===== config.mk =====
export PLATFORM = sky130hd
export DESIGN_NAME = pwm_pulse_width_capture_top
export DESIGN_NICKNAME = d
export VERILOG_FILES = /design/src/pwc_pkg.sv /design/src/pwm_pulse_width_capture_top.sv /design/src/pwc_core.sv
export SDC_FILE = /design/constraint.sdc
export NUM_CORES = 2
export LEC_CHECK = 0
export ABC_AREA = 1
export ABC_CLOCK_PERIOD_IN_PS = 36100
export BUFFER_PORTS_ARGS = -buffer_cell sky130_fd_sc_hd__buf_2
export CORE_ASPECT_RATIO = 0.5
export CORE_MARGIN = 8
export CORE_UTILIZATION = 55
export DETAILED_ROUTE_END_ITERATION = 8
export GPL_TIMING_DRIVEN = 0
export PLACE_DENSITY = 0.71
export SYNTH_ARGS = -nofsm -noshare
export SYNTH_HDL_FRONTEND = slang
export SYNTH_SLANG_ARGS = --single-unit
export TNS_END_PERCENT = 1

===== constraint.sdc =====
create_clock -name clock -period 36.1 [get_ports clock]
set_input_delay 7.22 -clock clock [delete_from_list [all_inputs] [get_ports clock]]
set_output_delay 7.22 -clock clock [all_outputs]
set_load 0.01 [all_outputs]

===== src/pwc_pkg.sv =====
// pwc_pkg: shared types, codes and reset values for the pulse width capture block
// no dependencies; used by pwc_core and pwm_pulse_width_capture_top
package pwc_pkg;

   // operation codes of an input word
   localparam logic [1:0] OP_EDGE     = 2'd0;
   localparam logic [1:0] OP_OVERFLOW = 2'd1;
   localparam logic [1:0] OP_READ     = 2'd2;

   // status codes of a result word
   localparam logic [1:0] STATUS_VALID       = 2'd0;
   localparam logic [1:0] STATUS_TIMEOUT     = 2'd1;
   localparam logic [1:0] STATUS_BAD_CHANNEL = 2'd2;

   // register indexes of the control port
   localparam logic [1:0] CSR_ACTIVE_CHANNELS = 2'd0;
   localparam logic [1:0] CSR_TIMER_RELOAD    = 2'd1;
   localparam logic [1:0] CSR_TIMEOUT_LIMIT   = 2'd2;
   localparam logic [1:0] CSR_MAX_WIDTH       = 2'd3;

   localparam int CSR_INDEX_W = 2;
   localparam int CSR_DATA_W  = 20;

   localparam int COUNT_W = 16;
   localparam int OVF_W   = 20;
   localparam int PROD_W  = OVF_W + COUNT_W;

   localparam logic [OVF_W-1:0] OVF_MAX = {OVF_W{1'b1}};

   // register reset values
   localparam logic [3:0]  ACTIVE_CHANNELS_RESET = 4'd8;
   localparam logic [15:0] TIMER_RELOAD_RESET    = 16'd65535;
   localparam logic [19:0] TIMEOUT_LIMIT_RESET   = 20'd100000;
   localparam logic [15:0] MAX_WIDTH_RESET       = 16'd3000;

   localparam int NUM_INPUTS_DEFAULT = 8;

   typedef struct packed {
      logic [1:0]  op;
      logic [7:0]  channel;
      logic [15:0] count;
   } req_type;

   typedef struct packed {
      logic [1:0]  status;
      logic [15:0] width;
   } rsp_type;

   typedef struct packed {
      logic [3:0]  active_channels;
      logic [15:0] timer_reload;
      logic [19:0] timeout_limit;
      logic [15:0] max_width;
   } cfg_type;

endpackage


===== src/pwm_pulse_width_capture_top.sv =====
// pwm_pulse_width_capture_top: top level of the rc pwm pulse width capture block
// depends on pwc_pkg and pwc_core
//
// Measures pulse widths on up to NUM_INPUTS rc input channels. Each request word is a
// capture edge (timer count), a timer overflow (period count) or a read of one channel;
// only a read returns a response word, holding the last accepted width or a timeout /
// bad-channel status. Words pass through an input register, combinational channel
// update logic around a single 20x16 multiplier, and an output register, so the block
// takes one request word per cycle unless a read stalls the input. The output register
// decouples the sides: edges and overflows keep flowing while a read response waits;
// only a read that finds the response still stalled holds the input. The user must
// write registers through the csr port only while the block is idle; the block itself
// does not enforce this. csr_ready is always high.
module pwm_pulse_width_capture_top #(
   parameter int NUM_INPUTS = pwc_pkg::NUM_INPUTS_DEFAULT
) (
   input  logic                             clock,
   input  logic                             reset,
   // request channel
   input  logic                             req_valid,
   output logic                             req_stall,
   input  pwc_pkg::req_type                 req_data,
   // response channel
   output logic                             rsp_valid,
   input  logic                             rsp_stall,
   output pwc_pkg::rsp_type                 rsp_data,
   // register write port
   input  logic                             csr_valid,
   output logic                             csr_ready,
   input  logic [pwc_pkg::CSR_INDEX_W-1:0]  csr_index,
   input  logic [pwc_pkg::CSR_DATA_W-1:0]   csr_data
);

   pwc_pkg::cfg_type cfg_ff;

   // input register
   logic             req_full_ff;
   pwc_pkg::req_type req_item_ff;

   // output register
   logic             rsp_full_ff;
   pwc_pkg::rsp_type rsp_item_ff;

   logic             is_read;
   logic             out_free;
   logic             proc;
   logic             take;
   pwc_pkg::rsp_type rd_data;

   // ---------------- control registers ----------------
   assign csr_ready = 1'b1;

   always_ff @(posedge clock) begin
      if (reset) begin
         cfg_ff.active_channels <= pwc_pkg::ACTIVE_CHANNELS_RESET;
         cfg_ff.timer_reload    <= pwc_pkg::TIMER_RELOAD_RESET;
         cfg_ff.timeout_limit   <= pwc_pkg::TIMEOUT_LIMIT_RESET;
         cfg_ff.max_width       <= pwc_pkg::MAX_WIDTH_RESET;
      end else if (csr_valid && csr_ready) begin
         case (csr_index)
            pwc_pkg::CSR_ACTIVE_CHANNELS: cfg_ff.active_channels <= csr_data[3:0];
            pwc_pkg::CSR_TIMER_RELOAD:    cfg_ff.timer_reload    <= csr_data[15:0];
            pwc_pkg::CSR_TIMEOUT_LIMIT:   cfg_ff.timeout_limit   <= csr_data[19:0];
            pwc_pkg::CSR_MAX_WIDTH:       cfg_ff.max_width       <= csr_data[15:0];
            default: begin
            end
         endcase
      end
   end

   // ---------------- flow control ----------------
   // the word in the input register retires this cycle unless it is a read
   // and the output register is still holding an untaken response
   assign is_read   = req_item_ff.op == pwc_pkg::OP_READ;
   assign out_free  = !rsp_full_ff || !rsp_stall;
   assign proc      = req_full_ff && (!is_read || out_free);
   assign req_stall = req_full_ff && !proc;
   assign take      = req_valid && !req_stall;

   always_ff @(posedge clock) begin
      if (reset) begin
         req_full_ff <= 1'b0;
      end else if (take || proc) begin
         req_full_ff <= take;
      end
   end

   always_ff @(posedge clock) begin
      if (take) begin
         req_item_ff <= req_data;
      end
   end

   // ---------------- channel state and update ----------------
   pwc_core #(
      .NUM_INPUTS (NUM_INPUTS)
   ) u_core (
      .clock   (clock),
      .reset   (reset),
      .evt_en  (proc),
      .item    (req_item_ff),
      .cfg     (cfg_ff),
      .rd_data (rd_data)
   );

   // ---------------- response register ----------------
   always_ff @(posedge clock) begin
      if (reset) begin
         rsp_full_ff <= 1'b0;
      end else if (proc && is_read) begin
         rsp_full_ff <= 1'b1;
      end else if (!rsp_stall) begin
         rsp_full_ff <= 1'b0;
      end
   end

   always_ff @(posedge clock) begin
      if (proc && is_read) begin
         rsp_item_ff <= rd_data;
      end
   end

   assign rsp_valid = rsp_full_ff;
   assign rsp_data  = rsp_item_ff;

endmodule


===== src/pwc_core.sv =====
// pwc_core: per-channel capture state and the edge/overflow/read datapath
// depends on pwc_pkg
module pwc_core #(
   parameter int NUM_INPUTS = pwc_pkg::NUM_INPUTS_DEFAULT
) (
   input  logic             clock,
   input  logic             reset,
   input  logic             evt_en,
   input  pwc_pkg::req_type item,
   input  pwc_pkg::cfg_type cfg,
   output pwc_pkg::rsp_type rd_data
);

   localparam int IDX_W = (NUM_INPUTS > 1) ? $clog2(NUM_INPUTS) : 1;

   logic                        awaiting_fall_ff [NUM_INPUTS];
   logic [pwc_pkg::COUNT_W-1:0] rise_count_ff    [NUM_INPUTS];
   logic [pwc_pkg::COUNT_W-1:0] pulse_width_ff   [NUM_INPUTS];
   logic                        timed_out_ff     [NUM_INPUTS];
   logic [pwc_pkg::OVF_W-1:0]   overflows_ff     [NUM_INPUTS];

   logic                        awaiting_fall_in;
   logic [pwc_pkg::COUNT_W-1:0] rise_count_in;
   logic [pwc_pkg::COUNT_W-1:0] pulse_width_in;
   logic                        timed_out_in;
   logic [pwc_pkg::OVF_W-1:0]   overflows_in;
   logic                        wr_en;

   logic [IDX_W-1:0]            idx;
   logic                        ch_in_range;
   logic                        ch_active;
   logic [pwc_pkg::OVF_W-1:0]   cur_ovf;
   logic [pwc_pkg::COUNT_W-1:0] cur_rise;
   logic [pwc_pkg::OVF_W-1:0]   ovf_inc;
   logic [pwc_pkg::OVF_W-1:0]   mul_a;
   logic [pwc_pkg::COUNT_W-1:0] mul_b;
   logic [pwc_pkg::PROD_W-1:0]  product;
   logic                        add_wrap;
   logic [pwc_pkg::PROD_W+1:0]  width_sum;
   logic                        width_ok;
   logic                        timeout_hit;

   assign idx         = item.channel[IDX_W-1:0];
   assign ch_in_range = item.channel < 8'(NUM_INPUTS);
   assign ch_active   = ch_in_range && (item.channel < {4'b0, cfg.active_channels});

   assign cur_ovf  = overflows_ff[idx];
   assign cur_rise = rise_count_ff[idx];
   assign ovf_inc  = (cur_ovf == pwc_pkg::OVF_MAX) ? cur_ovf : cur_ovf + 1'b1;

   // one multiplier shared by both event kinds
   assign mul_a   = (item.op == pwc_pkg::OP_OVERFLOW) ? ovf_inc : cur_ovf;
   assign mul_b   = (item.op == pwc_pkg::OP_OVERFLOW) ? item.count : cfg.timer_reload;
   assign product = pwc_pkg::PROD_W'(mul_a) * pwc_pkg::PROD_W'(mul_b);

   // fall minus rise, plus the wrapped periods, two extra bits for sign
   assign add_wrap  = (cur_ovf > 20'd1) || (item.count > cur_rise);
   assign width_sum = (pwc_pkg::PROD_W+2)'(item.count)
                    + (add_wrap ? (pwc_pkg::PROD_W+2)'(product) : '0)
                    - (pwc_pkg::PROD_W+2)'(cur_rise);
   assign width_ok  = !width_sum[pwc_pkg::PROD_W+1]
                    && (width_sum <= (pwc_pkg::PROD_W+2)'(cfg.max_width));

   assign timeout_hit = product >= pwc_pkg::PROD_W'(cfg.timeout_limit);

   always_comb begin
      awaiting_fall_in = awaiting_fall_ff[idx];
      rise_count_in    = cur_rise;
      pulse_width_in   = pulse_width_ff[idx];
      timed_out_in     = timed_out_ff[idx];
      overflows_in     = cur_ovf;
      wr_en            = 1'b0;
      case (item.op)
         pwc_pkg::OP_EDGE: begin
            wr_en = evt_en && ch_active;
            if (!awaiting_fall_ff[idx]) begin
               rise_count_in    = item.count;
               overflows_in     = '0;
               awaiting_fall_in = 1'b1;
            end else begin
               if (width_ok) begin
                  pulse_width_in = width_sum[pwc_pkg::COUNT_W-1:0];
                  timed_out_in   = 1'b0;
                  overflows_in   = '0;
               end
               awaiting_fall_in = 1'b0;
            end
         end
         pwc_pkg::OP_OVERFLOW: begin
            wr_en        = evt_en && ch_active;
            overflows_in = ovf_inc;
            if (timeout_hit) begin
               awaiting_fall_in = 1'b0;
               rise_count_in    = '0;
               timed_out_in     = 1'b1;
               overflows_in     = '0;
            end
         end
         default: begin
            wr_en = 1'b0;
         end
      endcase
   end

   always_comb begin
      if (!ch_in_range) begin
         rd_data.status = pwc_pkg::STATUS_BAD_CHANNEL;
         rd_data.width  = '0;
      end else if (timed_out_ff[idx]) begin
         rd_data.status = pwc_pkg::STATUS_TIMEOUT;
         rd_data.width  = '0;
      end else begin
         rd_data.status = pwc_pkg::STATUS_VALID;
         rd_data.width  = pulse_width_ff[idx];
      end
   end

   always_ff @(posedge clock) begin
      if (reset) begin
         for (int i = 0; i < NUM_INPUTS; i++) begin
            awaiting_fall_ff[i] <= 1'b0;
            rise_count_ff[i]    <= '0;
            pulse_width_ff[i]   <= '0;
            timed_out_ff[i]     <= 1'b1;
            overflows_ff[i]     <= '0;
         end
      end else if (wr_en) begin
         awaiting_fall_ff[idx] <= awaiting_fall_in;
         rise_count_ff[idx]    <= rise_count_in;
         pulse_width_ff[idx]   <= pulse_width_in;
         timed_out_ff[idx]     <= timed_out_in;
         overflows_ff[idx]     <= overflows_in;
      end
   end

endmodule


==> impl_results.md <==
- Status: complete, no violations
- TritonCTS clock tree: done
- Synth warn: 0
- Setup TNS: 0 ps
- Initial drt markers: roughly 4.3k
- FF+latch count, synth: between 500 and 600
- RD Place Congestion: 0.969
- Storage element area: between 0.015 and 0.02 mm2
- Number of synthesized flops with an enable pin: between 400 and 500
- Hold EP: cfg_ff[17]
- Reg2reg setup slack: 20260 ps
- Worst-path fanout max: 10
- Worst hold slack: around 460 ps
- Hold Startpoint: cfg_ff[17]
- Worst Setup End Kind: flip-flop
- Number of iterations in the first detailed-routing pass: 7
- H-tree levels: 2
- Most common cell after layout, fill and taps aside: nand2_1
- Vias in the first global route: 34.8k
- Clock Sinks: 537
- Slowest CP cell: o21ai_0
- I/O Pins: 74
- Die width: 399 um
- Worst EP required: roughly 36000 ps
- Critical path class: flip-flop to flip-flop
- Clock Latency Late Sink: between 600 and 700 ps
- Area Overhead vs Synth: 8.66%
- DRT Wirelength: between 100 and 150 mm
- F_max: 63.1 MHz
- Drt drc: 0
- Ratio of cells with drive above 1 in the final layout: under 10%
- Mapped Area: 0.0404 mm2
- Clk Tree Root Cell: clkbuf_16
- Starting density of the core: between 50% and 60%
- Post-synth ARST share: 0%
- Final Hold Fails: 0
- Fin. max-slew vios: 0
- First-pass GRT wire length: 205 mm
- Ys flop type: edfxtp_1
- Initial antenna violation count: 0
- Row cnt: 70
- Final worst path period share: between 40 and 50%
- Area occupied by multi-input gates: 0.0211 mm2
- Post-CTS resize count: 0
- Vias/cell: 5.83
- Die H: between 200 and 250 um
- Routed len/inst: around 22 um
- CORE AREA: between 0.07 and 0.08 mm2
- Vias: about 36k
- CTS Hold Bufs: 0
- Gate Count Post-Synth: about 5.0k
- Reg2reg end: u_core.pulse_width_ff[1][10]
- Fill cells: approximately 6.6k
- Critical Path Max Stage Delay: 950 ps
- Worst-Margin Slew: about 1400 ps
- Final setup vio count: 0
- Die footprint: a little over 0.08 mm2
- Post-Syn Nets: roughly 5.5k
- Clock slew at reported path FFs: 70 ps
- Most frequent cells in the layout: nand2_1 (1066), inv_1 (812), nor2_1 (738)
- Seq/Total Area, Yosys: between 30% and 40%
- Mean Syn Cell Area: between 8 and 9 um2
- Critical path launch point type: flip-flop
- Worst min-delay path class: flip-flop to flip-flop
- Nets: approximately 5.6k
- Total global-route track usage: between 30% and 40%
- Unique masters post-synth: 56
- Max-Cap Viols: 0
- TritonCTS Buffers: 52
- Port Buffer Count: 71
- Fin crit period: roughly 16000 ps
- Ant. Diodes: 0
- Hold depth: 2
- RSZ-0062 raised after global routing: false
- Hpwl dp: around 100 mm
- Slew margin rel.: 2.78%
- CTS max path bufs: 3
- Critical path's most frequent cell: nand2_1
- Setup bufs post-CTS: 0
- Worst Path Arrival: between 15000 and 20000 ps
- Reg2reg path depth: between 60 and 70
- GRT overflow: 0
- Routed Antenna Nets: 0
- Worst Clk Skew: approximately 56 ps
- Largest net degree at the start of global routing: between 50 and 60
-- sequential cells by signal, summed over array words and instances (netlist names), named ones only --
register	count
u_core.pulse_width_ff	128
cfg_ff	56
u_core.timed_out_ff	8
u_core.awaiting_fall_ff	8
req_full_ff	1
rsp_valid	1
rsp_data	18
req_item_ff	26
u_core.overflows_ff	160
u_core.rise_count_ff	128
-- per-stage QoR --
stage               area [um2]  util [%]  std cells  setup slack, ps
detailed placement       42200      57.9       6012            20760
finish                   43900      60.2       6109            20260
global placement         42000      57.6       6006            20680
CTS                      43900      60.2       6109            20700
floorplan                40400         -       4963            21280
global route             43900      60.2       6109            19400
-- how the worst max path moves through the flow --
stage,slack [ps],to,startpoint
finish,20260,u_core.pulse_width_ff[1][10],flip-flop
global placement,20680,u_core.pulse_width_ff[3][9],flip-flop
detailed placement,20760,u_core.pulse_width_ff[6][12],flip-flop
CTS,20700,u_core.overflows_ff[0][8],flip-flop
global route,19400,u_core.pulse_width_ff[6][12],flip-flop
floorplan,21280,req_stall,rsp_stall
-- Yosys cell counts, drive strengths merged, types with 2 or more instances --
master	n	area share (%)
nor4	11	0.17
a21oi	149	1.9
a211oi	2	0.037
clkbuf	157	1.5
nand4	43	0.67
o22ai	51	0.79
a21o	4	0.074
dfxtp	69	3.4
nand2	1095	10
o21bai	13	0.24
a31oi	16	0.25
or2	4	0.062
nand3	245	3.2
ha	196	6.1
o21a	3	0.056
nor3	47	0.64
o21ai	308	3.8
nand3b	7	0.16
xor2	43	0.93
fa	266	13
xnor2	16	0.35
nor2	744	6.9
and2	82	1.3
and3	2	0.031
o221ai	22	0.48
a21boi	3	0.056
a22oi	2	0.037
o211ai	9	0.17
buf	37	0.60
clkinv	20	0.19
edfxtp	468	35
inv	821	7.6
-- routing by layer --
| metal | GRT usage, % | up-vias | part of all wire (%) |
|---|---|---|---|
| met5 | 0 | - | 0 |
| met4 | 11.5 | 0 | 3.9 |
| met3 | 7.61 | 331 | 13 |
| met2 | 48.8 | 2189 | 43 |
| met1 | 44.7 | 17100 | 40 |
| li1 | - | 16000 | - |
-- logic make-up after synthesis --
group | after synthesis | synth area share, %
DFF | 537 | 38.2
adders and majority gates | 462 | 19.2
buffers and inverters | 1035 | 9.86
and+or+nand+nor | 2283 | 23.5
xor gates and xnor gates | 59 | 1.28
other | 1 | 0.00927
AOI/OAI and AO/OA | 586 | 7.96
-- critical path, delay by kind of cell (launching register included) --
kind | cells | cell delay (ps)
compound gates | 9 | 2700
xor+xnor | 2 | 730
fa+ha+maj | 11 | 4390
buf+inv | 13 | 2280
flops | 1 | 420
simple gates | 28 | 4970
-- area by class of cell --
| class | count | area share, % |
|---|---|---|
| buffer | 194 | 1.89 |
| tap | 972 | 2.77 |
| clock buffer | 61 | 3.13 |
| clock inverter | 36 | 0.811 |
| inverter | 841 | 7.18 |
| multi-input combinational | 3391 | 48.0 |
| sequential | 537 | 35.1 |
| timing repair buffer | 77 | 1.11 |
Power is left out: the tool's default activity adds up to more than one toggle a clock period on the data nets, which glitch-free logic cannot reach.
